`src/rtl/biquad_cascade_df1_filter_defines.svh`:
```
// ----------------------------------------------------------------------------
// Biquad cascade assertion macros
// Shared assertion helpers that check implication properties on clk.
// ----------------------------------------------------------------------------
`ifndef BIQUAD_CASCADE_DF1_FILTER_DEFINES_SVH
`define BIQUAD_CASCADE_DF1_FILTER_DEFINES_SVH

// Same-cycle implication, disabled during reset.
`define BCDF_ASSERT_IMP(lbl, ante, cons) \
    lbl: assert property (@(posedge clk) disable iff (!rst_n) (ante) |-> (cons)) \
        else $error("biquad cascade assertion failed");

// Next-cycle implication, disabled during reset.
`define BCDF_ASSERT_NXT(lbl, ante, cons) \
    lbl: assert property (@(posedge clk) disable iff (!rst_n) (ante) |=> (cons)) \
        else $error("biquad cascade assertion failed");

`endif

```
`src/rtl/bcdf_pkg.sv`:
```
// ----------------------------------------------------------------------------
// Biquad cascade package
// Widths, codes, sequencer states and coefficient helpers.
// ----------------------------------------------------------------------------
package bcdf_pkg;

    localparam int MAX_STAGES_DEF = 8;
    localparam int SAMPLE_W       = 16;
    localparam int COEF_W         = 32;
    localparam int PROD_W         = SAMPLE_W + COEF_W;
    localparam int ACC_W          = 51;
    localparam int QUOT_W         = 17;
    localparam int SLOTS          = 6;
    localparam int HIST_PER       = 4;

    localparam logic [1:0] MODE_FILTER = 2'd0;
    localparam logic [1:0] MODE_COEF   = 2'd1;
    localparam logic [1:0] MODE_CLEAR  = 2'd2;

    localparam logic [2:0] SLOT_B0 = 3'd0;
    localparam logic [2:0] SLOT_B1 = 3'd1;
    localparam logic [2:0] SLOT_B2 = 3'd2;
    localparam logic [2:0] SLOT_A0 = 3'd3;
    localparam logic [2:0] SLOT_A1 = 3'd4;
    localparam logic [2:0] SLOT_A2 = 3'd5;

    localparam logic [1:0] HIST_U1 = 2'd0;
    localparam logic [1:0] HIST_U2 = 2'd1;
    localparam logic [1:0] HIST_Y1 = 2'd2;
    localparam logic [1:0] HIST_Y2 = 2'd3;

    localparam logic [2:0] TERM_LAST = 3'd4;

    localparam logic signed [COEF_W-1:0] COEF_ONE = 32'sh1000_0000;
    localparam logic signed [SAMPLE_W-1:0] SAT_POS = 16'sh7fff;
    localparam logic signed [SAMPLE_W-1:0] SAT_NEG = 16'sh8000;

    typedef enum logic [3:0] {
        ST_IDLE,
        ST_TERM_RD,
        ST_TERM_MUL,
        ST_TERM_ACC,
        ST_A0_RD,
        ST_A0_WAIT,
        ST_DIV,
        ST_WB,
        ST_DONE
    } state_t;

    typedef struct packed {
        logic              done;
        logic              big;
        logic [QUOT_W-1:0] quot;
    } div_res_t;

    function automatic logic signed [COEF_W-1:0] coef_reset_value(input logic [2:0] slot);
        case (slot)
            SLOT_B0, SLOT_A0: return COEF_ONE;
            default:          return '0;
        endcase
    endfunction

    function automatic logic [2:0] term_slot(input logic [2:0] term);
        case (term)
            3'd0:    return SLOT_B0;
            3'd1:    return SLOT_B1;
            3'd2:    return SLOT_B2;
            3'd3:    return SLOT_A1;
            default: return SLOT_A2;
        endcase
    endfunction

    function automatic logic [1:0] term_hist(input logic [2:0] term);
        case (term)
            3'd1:    return HIST_U1;
            3'd2:    return HIST_U2;
            3'd3:    return HIST_Y1;
            default: return HIST_Y2;
        endcase
    endfunction

endpackage

```
`src/rtl/bcdf_div.sv`:
```
// ----------------------------------------------------------------------------
// Biquad cascade serial divider
// Restoring divider producing a 17-bit quotient, one bit per cycle, with a
// flag for quotients that do not fit.
// ----------------------------------------------------------------------------
module bcdf_div #(
    parameter int NUM_W = bcdf_pkg::ACC_W
) (
    input  logic                      clk,
    input  logic                      rst_n,
    input  logic                      start,
    input  logic [NUM_W-1:0]          num_mag,
    input  logic [bcdf_pkg::COEF_W-1:0] den_mag,
    output bcdf_pkg::div_res_t        res
);
    import bcdf_pkg::*;

    localparam int HI_W  = NUM_W - QUOT_W;
    localparam int CNT_W = $clog2(QUOT_W + 1);

    logic              busy_reg;
    logic              done_reg;
    logic [CNT_W-1:0]  cnt_reg;
    logic [COEF_W-1:0] rem_reg;
    logic [COEF_W-1:0] den_reg;
    logic [QUOT_W-1:0] low_reg;
    logic [QUOT_W-1:0] quot_reg;
    logic              big_reg;

    logic [HI_W-1:0]   num_hi;
    logic [COEF_W:0]   trial;
    logic [COEF_W:0]   diff;
    logic              fits;

    assign num_hi = num_mag[NUM_W-1:QUOT_W];
    assign trial  = {rem_reg, low_reg[QUOT_W-1]};
    assign diff   = trial - {1'b0, den_reg};
    assign fits   = trial >= {1'b0, den_reg};

    always_ff @(posedge clk or negedge rst_n)
    begin
        if (!rst_n)
        begin
            busy_reg <= 1'b0;
            done_reg <= 1'b0;
            cnt_reg  <= '0;
        end
        else
        begin
            done_reg <= 1'b0;
            if (start)
            begin
                busy_reg <= 1'b1;
                cnt_reg  <= CNT_W'(QUOT_W);
            end
            else if (busy_reg)
            begin
                cnt_reg <= cnt_reg - 1'b1;
                if (cnt_reg == CNT_W'(1))
                begin
                    busy_reg <= 1'b0;
                    done_reg <= 1'b1;
                end
            end
        end
    end

    always_ff @(posedge clk)
    begin
        if (start)
        begin
            rem_reg  <= num_hi[COEF_W-1:0];
            low_reg  <= num_mag[QUOT_W-1:0];
            den_reg  <= den_mag;
            quot_reg <= '0;
            big_reg  <= num_hi >= HI_W'(den_mag);
        end
        else if (busy_reg)
        begin
            rem_reg  <= fits ? diff[COEF_W-1:0] : trial[COEF_W-1:0];
            low_reg  <= {low_reg[QUOT_W-2:0], 1'b0};
            quot_reg <= {quot_reg[QUOT_W-2:0], fits};
        end
    end

    assign res = '{done: done_reg, big: big_reg, quot: quot_reg};

endmodule

```
`src/rtl/biquad_cascade_df1_filter.sv`:
```
// ----------------------------------------------------------------------------
// Biquad cascade, direct form I
// A filter request runs its Q1.15 sample through sections 0 to stage_count-1
// (0 counts as 1, counts above MAX_STAGES as MAX_STAGES) on one shared
// 32x16 multiplier and a serial divider. Each section runs five
// multiply-accumulate terms (read, multiply, accumulate), the a0 read, the
// 17-bit serial divide unless its a0 is zero, and four history writes through
// the single history write port. Coefficient and clear requests are taken
// without leaving idle. The input is not ready while a sample is in work.
// ----------------------------------------------------------------------------
`include "biquad_cascade_df1_filter_defines.svh"

module biquad_cascade_df1_filter #(
    parameter int MAX_STAGES = bcdf_pkg::MAX_STAGES_DEF
) (
    input  logic        clk,
    input  logic        rst_n,
    input  logic        s_axis_tvalid,
    output logic        s_axis_tready,
    // sample_in[15:0], coef_stage[18:16], coef_slot[21:19], coef_value[53:22]
    input  logic [55:0] s_axis_tdata,
    // mode[1:0]
    input  logic [1:0]  s_axis_tuser,
    output logic        m_axis_tvalid,
    input  logic        m_axis_tready,
    // sample_out[15:0]
    output logic [15:0] m_axis_tdata,
    // overflow[0]
    output logic        m_axis_tuser,
    input  logic        cfg_valid,
    output logic        cfg_ready,
    input  logic [3:0]  cfg_data
);
    import bcdf_pkg::*;

    localparam int SW    = (MAX_STAGES > 1) ? $clog2(MAX_STAGES) : 1;
    localparam int CDEP  = SLOTS * MAX_STAGES;
    localparam int CA_W  = $clog2(CDEP);
    localparam int HDEP  = HIST_PER * MAX_STAGES;
    localparam int HA_W  = SW + 2;

    state_t state_reg, state_next;

    logic [3:0]    stage_count_reg;
    logic [SW-1:0] stage_reg;
    logic [SW-1:0] last_idx;
    logic [2:0]    term_reg;
    logic [1:0]    wb_reg;

    logic signed [SAMPLE_W-1:0] cur_u_reg, u1_reg, y1_reg, y_reg;
    logic                       ovf_reg;
    logic                       neg_reg;
    logic signed [ACC_W-1:0]    acc_reg;
    logic signed [PROD_W-1:0]   prod_reg;

    logic                       out_valid_reg;
    logic [SAMPLE_W-1:0]        out_data_reg;
    logic                       out_ovf_reg;

    logic signed [COEF_W-1:0]   coef_mem [CDEP];
    logic [CDEP-1:0]            coef_vld_reg;
    logic signed [COEF_W-1:0]   coef_rd_reg;
    logic                       coef_rd_vld_reg;
    logic [2:0]                 coef_rd_slot_reg;

    logic signed [SAMPLE_W-1:0] hist_mem [HDEP];
    logic [HDEP-1:0]            hist_vld_reg;
    logic signed [SAMPLE_W-1:0] hist_rd_reg;
    logic                       hist_rd_vld_reg;

    logic [CA_W-1:0]            coef_rd_addr;
    logic [2:0]                 coef_rd_slot;
    logic [HA_W-1:0]            hist_rd_addr;
    logic                       hist_we;
    logic [HA_W-1:0]            hist_wa;
    logic signed [SAMPLE_W-1:0] hist_wd;
    logic                       div_start;
    logic                       out_load;

    logic                       in_accept;
    logic [1:0]                 in_mode;
    logic signed [SAMPLE_W-1:0] in_sample;
    logic [2:0]                 in_stage;
    logic [2:0]                 in_slot;
    logic signed [COEF_W-1:0]   in_value;
    logic                       coef_we;
    logic [CA_W-1:0]            coef_wa;

    logic signed [COEF_W-1:0]   coef_val;
    logic signed [SAMPLE_W-1:0] hist_val;
    logic signed [SAMPLE_W-1:0] op_val;
    logic [ACC_W-1:0]           num_mag;
    logic [COEF_W-1:0]          den_mag;
    div_res_t                   div_res;

    assign in_mode   = s_axis_tuser;
    assign in_sample = s_axis_tdata[15:0];
    assign in_stage  = s_axis_tdata[18:16];
    assign in_slot   = s_axis_tdata[21:19];
    assign in_value  = s_axis_tdata[53:22];
    assign in_accept = s_axis_tvalid && s_axis_tready;

    assign s_axis_tready = (state_reg == ST_IDLE);
    assign cfg_ready     = 1'b1;
    assign m_axis_tvalid = out_valid_reg;
    assign m_axis_tdata  = out_data_reg;
    assign m_axis_tuser  = out_ovf_reg;

    assign coef_we = in_accept && (in_mode == MODE_COEF) && (32'(in_stage) < MAX_STAGES)
                     && (32'(in_slot) < SLOTS);
    assign coef_wa = CA_W'(int'(in_stage) * SLOTS + int'(in_slot));

    assign coef_val = coef_rd_vld_reg ? coef_rd_reg : coef_reset_value(coef_rd_slot_reg);
    assign hist_val = hist_rd_vld_reg ? hist_rd_reg : '0;
    assign op_val   = (term_reg == 3'd0) ? cur_u_reg : hist_val;
    assign num_mag  = acc_reg[ACC_W-1] ? ACC_W'(-acc_reg) : ACC_W'(acc_reg);
    assign den_mag  = coef_val[COEF_W-1] ? COEF_W'(-coef_val) : COEF_W'(coef_val);

    always_comb
    begin
        if (stage_count_reg == 4'd0)
            last_idx = '0;
        else if (32'(stage_count_reg) > MAX_STAGES)
            last_idx = SW'(MAX_STAGES - 1);
        else
            last_idx = SW'(stage_count_reg - 4'd1);
    end

    bcdf_div #(
        .NUM_W (ACC_W)
    ) u_div (
        .clk     (clk),
        .rst_n   (rst_n),
        .start   (div_start),
        .num_mag (num_mag),
        .den_mag (den_mag),
        .res     (div_res)
    );

    always_comb
    begin
        state_next   = state_reg;
        coef_rd_slot = term_slot(term_reg);
        coef_rd_addr = CA_W'(int'(stage_reg) * SLOTS + int'(coef_rd_slot));
        hist_rd_addr = {stage_reg, term_hist(term_reg)};
        hist_we      = 1'b0;
        hist_wa      = {stage_reg, HIST_U2};
        hist_wd      = u1_reg;
        div_start    = 1'b0;
        out_load     = 1'b0;
        case (state_reg)
            ST_IDLE:
            begin
                if (in_accept && in_mode == MODE_FILTER)
                    state_next = ST_TERM_RD;
            end
            ST_TERM_RD:
                state_next = ST_TERM_MUL;
            ST_TERM_MUL:
                state_next = ST_TERM_ACC;
            ST_TERM_ACC:
                state_next = (term_reg == TERM_LAST) ? ST_A0_RD : ST_TERM_RD;
            ST_A0_RD:
            begin
                coef_rd_slot = SLOT_A0;
                coef_rd_addr = CA_W'(int'(stage_reg) * SLOTS + int'(SLOT_A0));
                state_next   = ST_A0_WAIT;
            end
            ST_A0_WAIT:
            begin
                if (coef_val == '0)
                    state_next = ST_WB;
                else
                begin
                    div_start  = 1'b1;
                    state_next = ST_DIV;
                end
            end
            ST_DIV:
            begin
                if (div_res.done)
                    state_next = ST_WB;
            end
            ST_WB:
            begin
                hist_we = 1'b1;
                case (wb_reg)
                    2'd0:
                    begin
                        hist_wa = {stage_reg, HIST_U2};
                        hist_wd = u1_reg;
                    end
                    2'd1:
                    begin
                        hist_wa = {stage_reg, HIST_U1};
                        hist_wd = cur_u_reg;
                    end
                    2'd2:
                    begin
                        hist_wa = {stage_reg, HIST_Y2};
                        hist_wd = y1_reg;
                    end
                    default:
                    begin
                        hist_wa = {stage_reg, HIST_Y1};
                        hist_wd = y_reg;
                    end
                endcase
                if (wb_reg == 2'd3)
                    state_next = (stage_reg >= last_idx) ? ST_DONE : ST_TERM_RD;
            end
            ST_DONE:
            begin
                if (!out_valid_reg || m_axis_tready)
                begin
                    out_load   = 1'b1;
                    state_next = ST_IDLE;
                end
            end
            default:
                state_next = ST_IDLE;
        endcase
    end

    always_ff @(posedge clk or negedge rst_n)
    begin
        if (!rst_n)
            state_reg <= ST_IDLE;
        else
            state_reg <= state_next;
    end

    always_ff @(posedge clk or negedge rst_n)
    begin
        if (!rst_n)
        begin
            stage_count_reg <= 4'd1;
            stage_reg       <= '0;
            term_reg        <= '0;
            wb_reg          <= '0;
            out_valid_reg   <= 1'b0;
            coef_vld_reg    <= '0;
            hist_vld_reg    <= '0;
            coef_rd_vld_reg <= 1'b0;
            hist_rd_vld_reg <= 1'b0;
        end
        else
        begin
            if (cfg_valid && cfg_ready)
                stage_count_reg <= cfg_data;
            if (state_reg == ST_IDLE)
            begin
                stage_reg <= '0;
                term_reg  <= '0;
            end
            if (state_reg == ST_TERM_ACC)
                term_reg <= term_reg + 3'd1;
            if (state_reg == ST_WB)
            begin
                wb_reg <= wb_reg + 2'd1;
                if (wb_reg == 2'd3)
                begin
                    stage_reg <= stage_reg + 1'b1;
                    term_reg  <= '0;
                end
            end
            if (out_load)
                out_valid_reg <= 1'b1;
            else if (m_axis_tready)
                out_valid_reg <= 1'b0;
            if (coef_we)
                coef_vld_reg[coef_wa] <= 1'b1;
            if (in_accept && in_mode == MODE_CLEAR)
                hist_vld_reg <= '0;
            else if (hist_we)
                hist_vld_reg[hist_wa] <= 1'b1;
            coef_rd_vld_reg <= coef_vld_reg[coef_rd_addr];
            hist_rd_vld_reg <= hist_vld_reg[hist_rd_addr];
        end
    end

    always_ff @(posedge clk)
    begin
        if (coef_we)
            coef_mem[coef_wa] <= in_value;
        coef_rd_reg      <= coef_mem[coef_rd_addr];
        coef_rd_slot_reg <= coef_rd_slot;
    end

    always_ff @(posedge clk)
    begin
        if (hist_we)
            hist_mem[hist_wa] <= hist_wd;
        hist_rd_reg <= hist_mem[hist_rd_addr];
    end

    always_ff @(posedge clk)
    begin
        case (state_reg)
            ST_IDLE:
            begin
                cur_u_reg <= in_sample;
                ovf_reg   <= 1'b0;
                acc_reg   <= '0;
            end
            ST_TERM_MUL:
            begin
                prod_reg <= coef_val * op_val;
                if (term_reg == 3'd1)
                    u1_reg <= hist_val;
                if (term_reg == 3'd3)
                    y1_reg <= hist_val;
            end
            ST_TERM_ACC:
            begin
                if (term_reg <= 3'd2)
                    acc_reg <= acc_reg + ACC_W'(prod_reg);
                else
                    acc_reg <= acc_reg - ACC_W'(prod_reg);
            end
            ST_A0_WAIT:
            begin
                neg_reg <= acc_reg[ACC_W-1] ^ coef_val[COEF_W-1];
                if (coef_val == '0)
                begin
                    ovf_reg <= 1'b1;
                    if (acc_reg > 0)
                        y_reg <= SAT_POS;
                    else if (acc_reg < 0)
                        y_reg <= SAT_NEG;
                    else
                        y_reg <= '0;
                end
            end
            ST_DIV:
            begin
                if (div_res.done)
                begin
                    if (neg_reg)
                    begin
                        if (div_res.big || div_res.quot > 17'd32768)
                        begin
                            y_reg   <= SAT_NEG;
                            ovf_reg <= 1'b1;
                        end
                        else
                            y_reg <= SAMPLE_W'(-div_res.quot);
                    end
                    else
                    begin
                        if (div_res.big || div_res.quot > 17'd32767)
                        begin
                            y_reg   <= SAT_POS;
                            ovf_reg <= 1'b1;
                        end
                        else
                            y_reg <= SAMPLE_W'(div_res.quot);
                    end
                end
            end
            ST_WB:
            begin
                if (wb_reg == 2'd3)
                begin
                    cur_u_reg <= y_reg;
                    acc_reg   <= '0;
                end
            end
            default:
            begin
            end
        endcase
    end

    always_ff @(posedge clk)
    begin
        if (out_load)
        begin
            out_data_reg <= y_reg;
            out_ovf_reg  <= ovf_reg;
        end
    end

    `BCDF_ASSERT_IMP(a_div_done_in_div, div_res.done, state_reg == ST_DIV)
    `BCDF_ASSERT_IMP(a_term_in_range, state_reg == ST_TERM_RD, term_reg <= TERM_LAST)
    `BCDF_ASSERT_NXT(a_filter_starts, in_accept && in_mode == MODE_FILTER, state_reg == ST_TERM_RD)
    `BCDF_ASSERT_NXT(a_result_posted, out_load, m_axis_tvalid && state_reg == ST_IDLE)

endmodule

```
`config.mk`:
```
export PLATFORM = sky130hd
export DESIGN_NAME = biquad_cascade_df1_filter
export DESIGN_NICKNAME = d
export VERILOG_FILES = /design/src/rtl/bcdf_pkg.sv /design/src/rtl/bcdf_div.sv /design/src/rtl/biquad_cascade_df1_filter.sv
export VERILOG_INCLUDE_DIRS = /design/src /design/src/rtl
export SDC_FILE = /design/constraint.sdc
export NUM_CORES = 2
export LEC_CHECK = 0
export ABC_AREA = 0
export BUFFER_PORTS_ARGS = -buffer_cell sky130_fd_sc_hd__buf_2
export CAP_MARGIN = 10
export CORE_ASPECT_RATIO = 1.1
export CORE_MARGIN = 2
export CORE_UTILIZATION = 45
export DETAILED_ROUTE_END_ITERATION = 8
export GPL_ROUTABILITY_DRIVEN = 0
export HOLD_SLACK_MARGIN = 0.1
export PLACE_DENSITY = 0.63
export SETUP_SLACK_MARGIN = 0.05
export SLEW_MARGIN = 10
export SYNTH_ARGS = -nofsm -noshare
export SYNTH_HDL_FRONTEND = slang
export SYNTH_SLANG_ARGS = --single-unit
```
`constraint.sdc`:
```
create_clock -name clk -period 10.53 [get_ports clk]
set_input_delay 0.5265 -clock clk [delete_from_list [all_inputs] [get_ports clk]]
set_output_delay 0.5265 -clock clk [all_outputs]
set_load 0.02 [all_outputs]
```
==> Implementation_results.wiki <==
{| class="wikitable"
! Metric !! Value
|-
| Starting density of the core || 45.1%
|-
| Count of flip-flops with a built-in enable after synthesis || 2312
|-
| Share of the yosys chip area belonging to registers || 60.4%
|-
| Clock-pin slew on the worst setup and hold paths || 0.06 ns
|-
| Count of maximum capacitance violations || 0
|-
| Gr usage total || 22.8%
|-
| Slowest CP cell || o21a_1
|-
| FF+latch count, synth || 2486
|-
| Core box area || 270000 µm²
|-
| Most used flip-flop cell after synthesis || edfxtp_1
|-
| Pin count of the biggest net entering global routing || 137
|-
| Root Driver || clkbuf_16
|-
| Rows || 200
|-
| Die area || 275000 µm²
|-
| Setup tns final || 0 ns
|-
| Setup-failing EPs final || 0
|-
| TritonCTS clock tree || done
|-
| Crit-path max FO || 29
|-
| Max clock buf depth || 4
|-
| Boundary pin count || 87
|-
| Worst hold path stage count || 4
|-
| Total Power Consumption || 34.2 mW
|-
| Number of flip-flops in the largest register || 1536
|-
| Violation count after the first detailed-routing iteration || 6890
|-
| Synthesized area divided by synthesized cell count || 14.3 µm²
|-
| Post-layout instance count excluding filler cells || 12400
|-
| CTS H-Tree Depth || 5
|-
| Number of buffers and inverters on the critical path || 6
|-
| Source-to-sink clock delay at the later pin of the worst-skew pair || 0.94 ns
|-
| Overall die height || 549 µm
|-
| Worst path required time || 11.21 ns
|-
| Unrepaired setup endpoints after global routing || no
|-
| Chip width || 500 µm
|-
| Layout Skew || 0.0750 ns
|-
| Class of the tightest hold or removal check || in2reg
|-
| Average wire per cell in the routed design || 25.2 µm
|-
| Longest individual stage delay on the worst path || 0.79 ns
|-
| Nets@finish || 9452
|-
| Synthesized cell area || 122000 µm²
|-
| Number of antenna violations at the first check in global routing || 12
|-
| Count of mapped cells out of synthesis || 8511
|-
| Synthesis warning total || 0
|-
| Synth top area share || 57.1%
|-
| Run status || finished clean
|-
| Post-DRT Antenna Nets || 0
|-
| Final routed wirelength across all metal layers || 312000 µm
|-
| Total number of clock tree sinks || 2486
|-
| Global-route wire length before repair || 469000 µm
|-
| Ys async rst share || 4.26%
|-
| Layout Area Growth over Synthesis || 11.4%
|-
| Timing-limited maximum frequency || 0.108 GHz
|-
| Number of remaining DRC errors || 0
|-
| Type of the setup path with the least slack || reg2reg
|-
| Top cells by area in the synthesized netlist || edfxtp_1 (57%), mux4_2 (9.1%), fa_1 (8.1%)
|-
| Slew headroom || 11.7%
|-
| Share of the clock period used by the worst path after layout || 88.0%
|-
| Area of all placed cells without fillers || 136000 µm²
|-
| Number of buffers inserted by post-CTS setup repair || 0
|-
| Power density over the cells || 252 nW/µm²
|-
| Number of library cell types mapped by synthesis || 80
|-
| Vias in the first global route || 73700
|-
| Top library cells by usage in the layout, fill and taps aside || edfxtp_1 (2312), nand2_1 (1113), inv_1 (697), nor2_1 (522), fa_1 (493)
|-
| Static Leak || 49.0 nW
|-
| Overall overflow remaining after global route || 0
|-
| Final count of pins violating max slew || 0
|-
| Kind of capture point of the worst setup path || flip-flop
|-
| Cell count after placement || 11900
|-
| Initial DRT Pass Iterations || 8
|-
| Crit path top cell by count || fa_1
|-
| Tightest Pin Transition || 1.31 ns
|-
| Avg Vias per Cell || 5.81
|-
| Count of vias placed by the detailed router || 71800
|-
| CP arrival || 9.94 ns
|-
| Delay-heaviest family, CP || adder cells
|-
| Number of cells on the worst reg-to-reg path || 27
|-
| Ratio of cells with drive above 1 in the final layout || 14.3%
|-
| Logic depth of the worst setup path including buffers || 27
|-
| Number of input and output port buffers inserted || 83
|-
| Post-synthesis cell type with the largest combined area || edfxtp_1
|-
| Commonest non-fill, non-tap cell in the layout || edfxtp_1
|-
| Number of hold-slack violations in the final timing report || 0
|-
| Critical path launch point type || flip-flop
|-
| Worst IR Drop VDD || 0.000207 V
|-
| Post-DP HPWL || 191000 µm
|-
| Crit path time final || 9.26 ns
|-
| Post-Syn Nets || 9331
|-
| TritonCTS buffer count || 278
|-
| DP Area || 127000 µm²
|}
-- layout make-up --
type                    count  area [µm²]
fillers                 22300      134000
flip-flops and latches   2486       73400
multi-input cells        4900       44500
clock buffers             358        7520
well taps                3535        4420
inverters                 699        2620
repair buffers            267        1970
clock inverters           115        1100
diodes                      4        10.0
-- repair_timing --
item                      4_1_cts  5_1_grt
gates resized for setup         0        0
hold buffers                   29        0
hold endpoints to repair       70        0
-- layer usage --
layer	up-vias	track usage, %	share of wire [%]
met5	-	0	0.0042
met4	2	8.04	3.7
met3	609	3.74	6.8
met2	2751	38.7	50
met1	37200	29.8	40
li1	31200	-	-
-- cell usage after synthesis (15+ instances only) --
cell,n
edfxtp_1,2312
nand2_1,1115
inv_1,697
nor2_1,572
fa_1,493
mux4_2,490
clkbuf_1,329
ha_1,260
a21oi_1,233
nand3_1,184
o21ai_0,180
xnor2_1,156
a311oi_1,107
dfrtp_1,105
xor2_1,103
a21o_1,102
and3_1,100
dfxtp_1,68
o21a_1,66
mux2i_1,62
a31oi_1,56
or2_2,55
nor2b_1,53
buf_2,49
and2_1,47
buf_1,47
a211oi_1,45
nand2b_1,45
o31ai_1,39
nor3_1,38
or3_1,34
nand4_1,25
a221oi_1,19
o21ai_1,18
o21bai_1,17
a22o_1,15
o211ai_1,15
-- path summary, 6_finish.rpt --
path / start / end / slack, ns
max in group asynchronous: rst_n / coef_vld_reg[21] / 8.84
min: s_axis_tvalid / hist_vld_reg[10] / 0.21
max: term_reg[1] / prod_reg[41] / 1.27
max reg2reg: term_reg[1] / prod_reg[41] / 1.27
min in group asynchronous: rst_n / wb_reg[0] / 0.24
min reg2reg: y_reg[11] / m_axis_tdata[11] / 0.46
-- metrics by stage --
step | setup slack, ns | hold WS, ns | util [%]
2_1_floorplan | 2.75 | 0.231 | -
3_3_place_gp | 1.47 | 0.440 | 47.0
3_5_place_dp | 1.43 | 0.441 | 47.0
4_1_cts | 1.41 | 0.152 | 50.3
5_1_grt | 0.897 | 0.216 | 50.3
6_report | 1.27 | 0.213 | 50.3
-- tightest hold or removal path: cells and delay by family --
family / cells / cell delay (ns)
AOI/OAI and AO/OA: 1 / 0.15
buffers and inverters: 2 / 0.35
and+or+nand+nor: 1 / 0.09
-- report_power, final --
part / total [mW] / leakage [nW] / switching [mW] / internal (mW)
clock: 9.28 / 4.18 / 3.81 / 5.47
sequential: 12.2 / 22.8 / 0.554 / 11.7
combinational: 12.7 / 22.0 / 7.85 / 4.87
-- cells by family after synthesis --
group                    count (synthesis)  share of synthesized area [%]
AO/OA/AOI/OAI                          994                           5.42
XOR/XNOR                               259                           1.86
adder cells (fa/ha/maj)                754                           10.8
buffers and inverters                 1125                           3.52
flip-flops                            2486                           60.4
multiplexers                           556                           9.62
other                                    1                        0.00308
AND/OR/NAND/NOR                       2336                           8.41
Power figures use the tool's default switching activity.
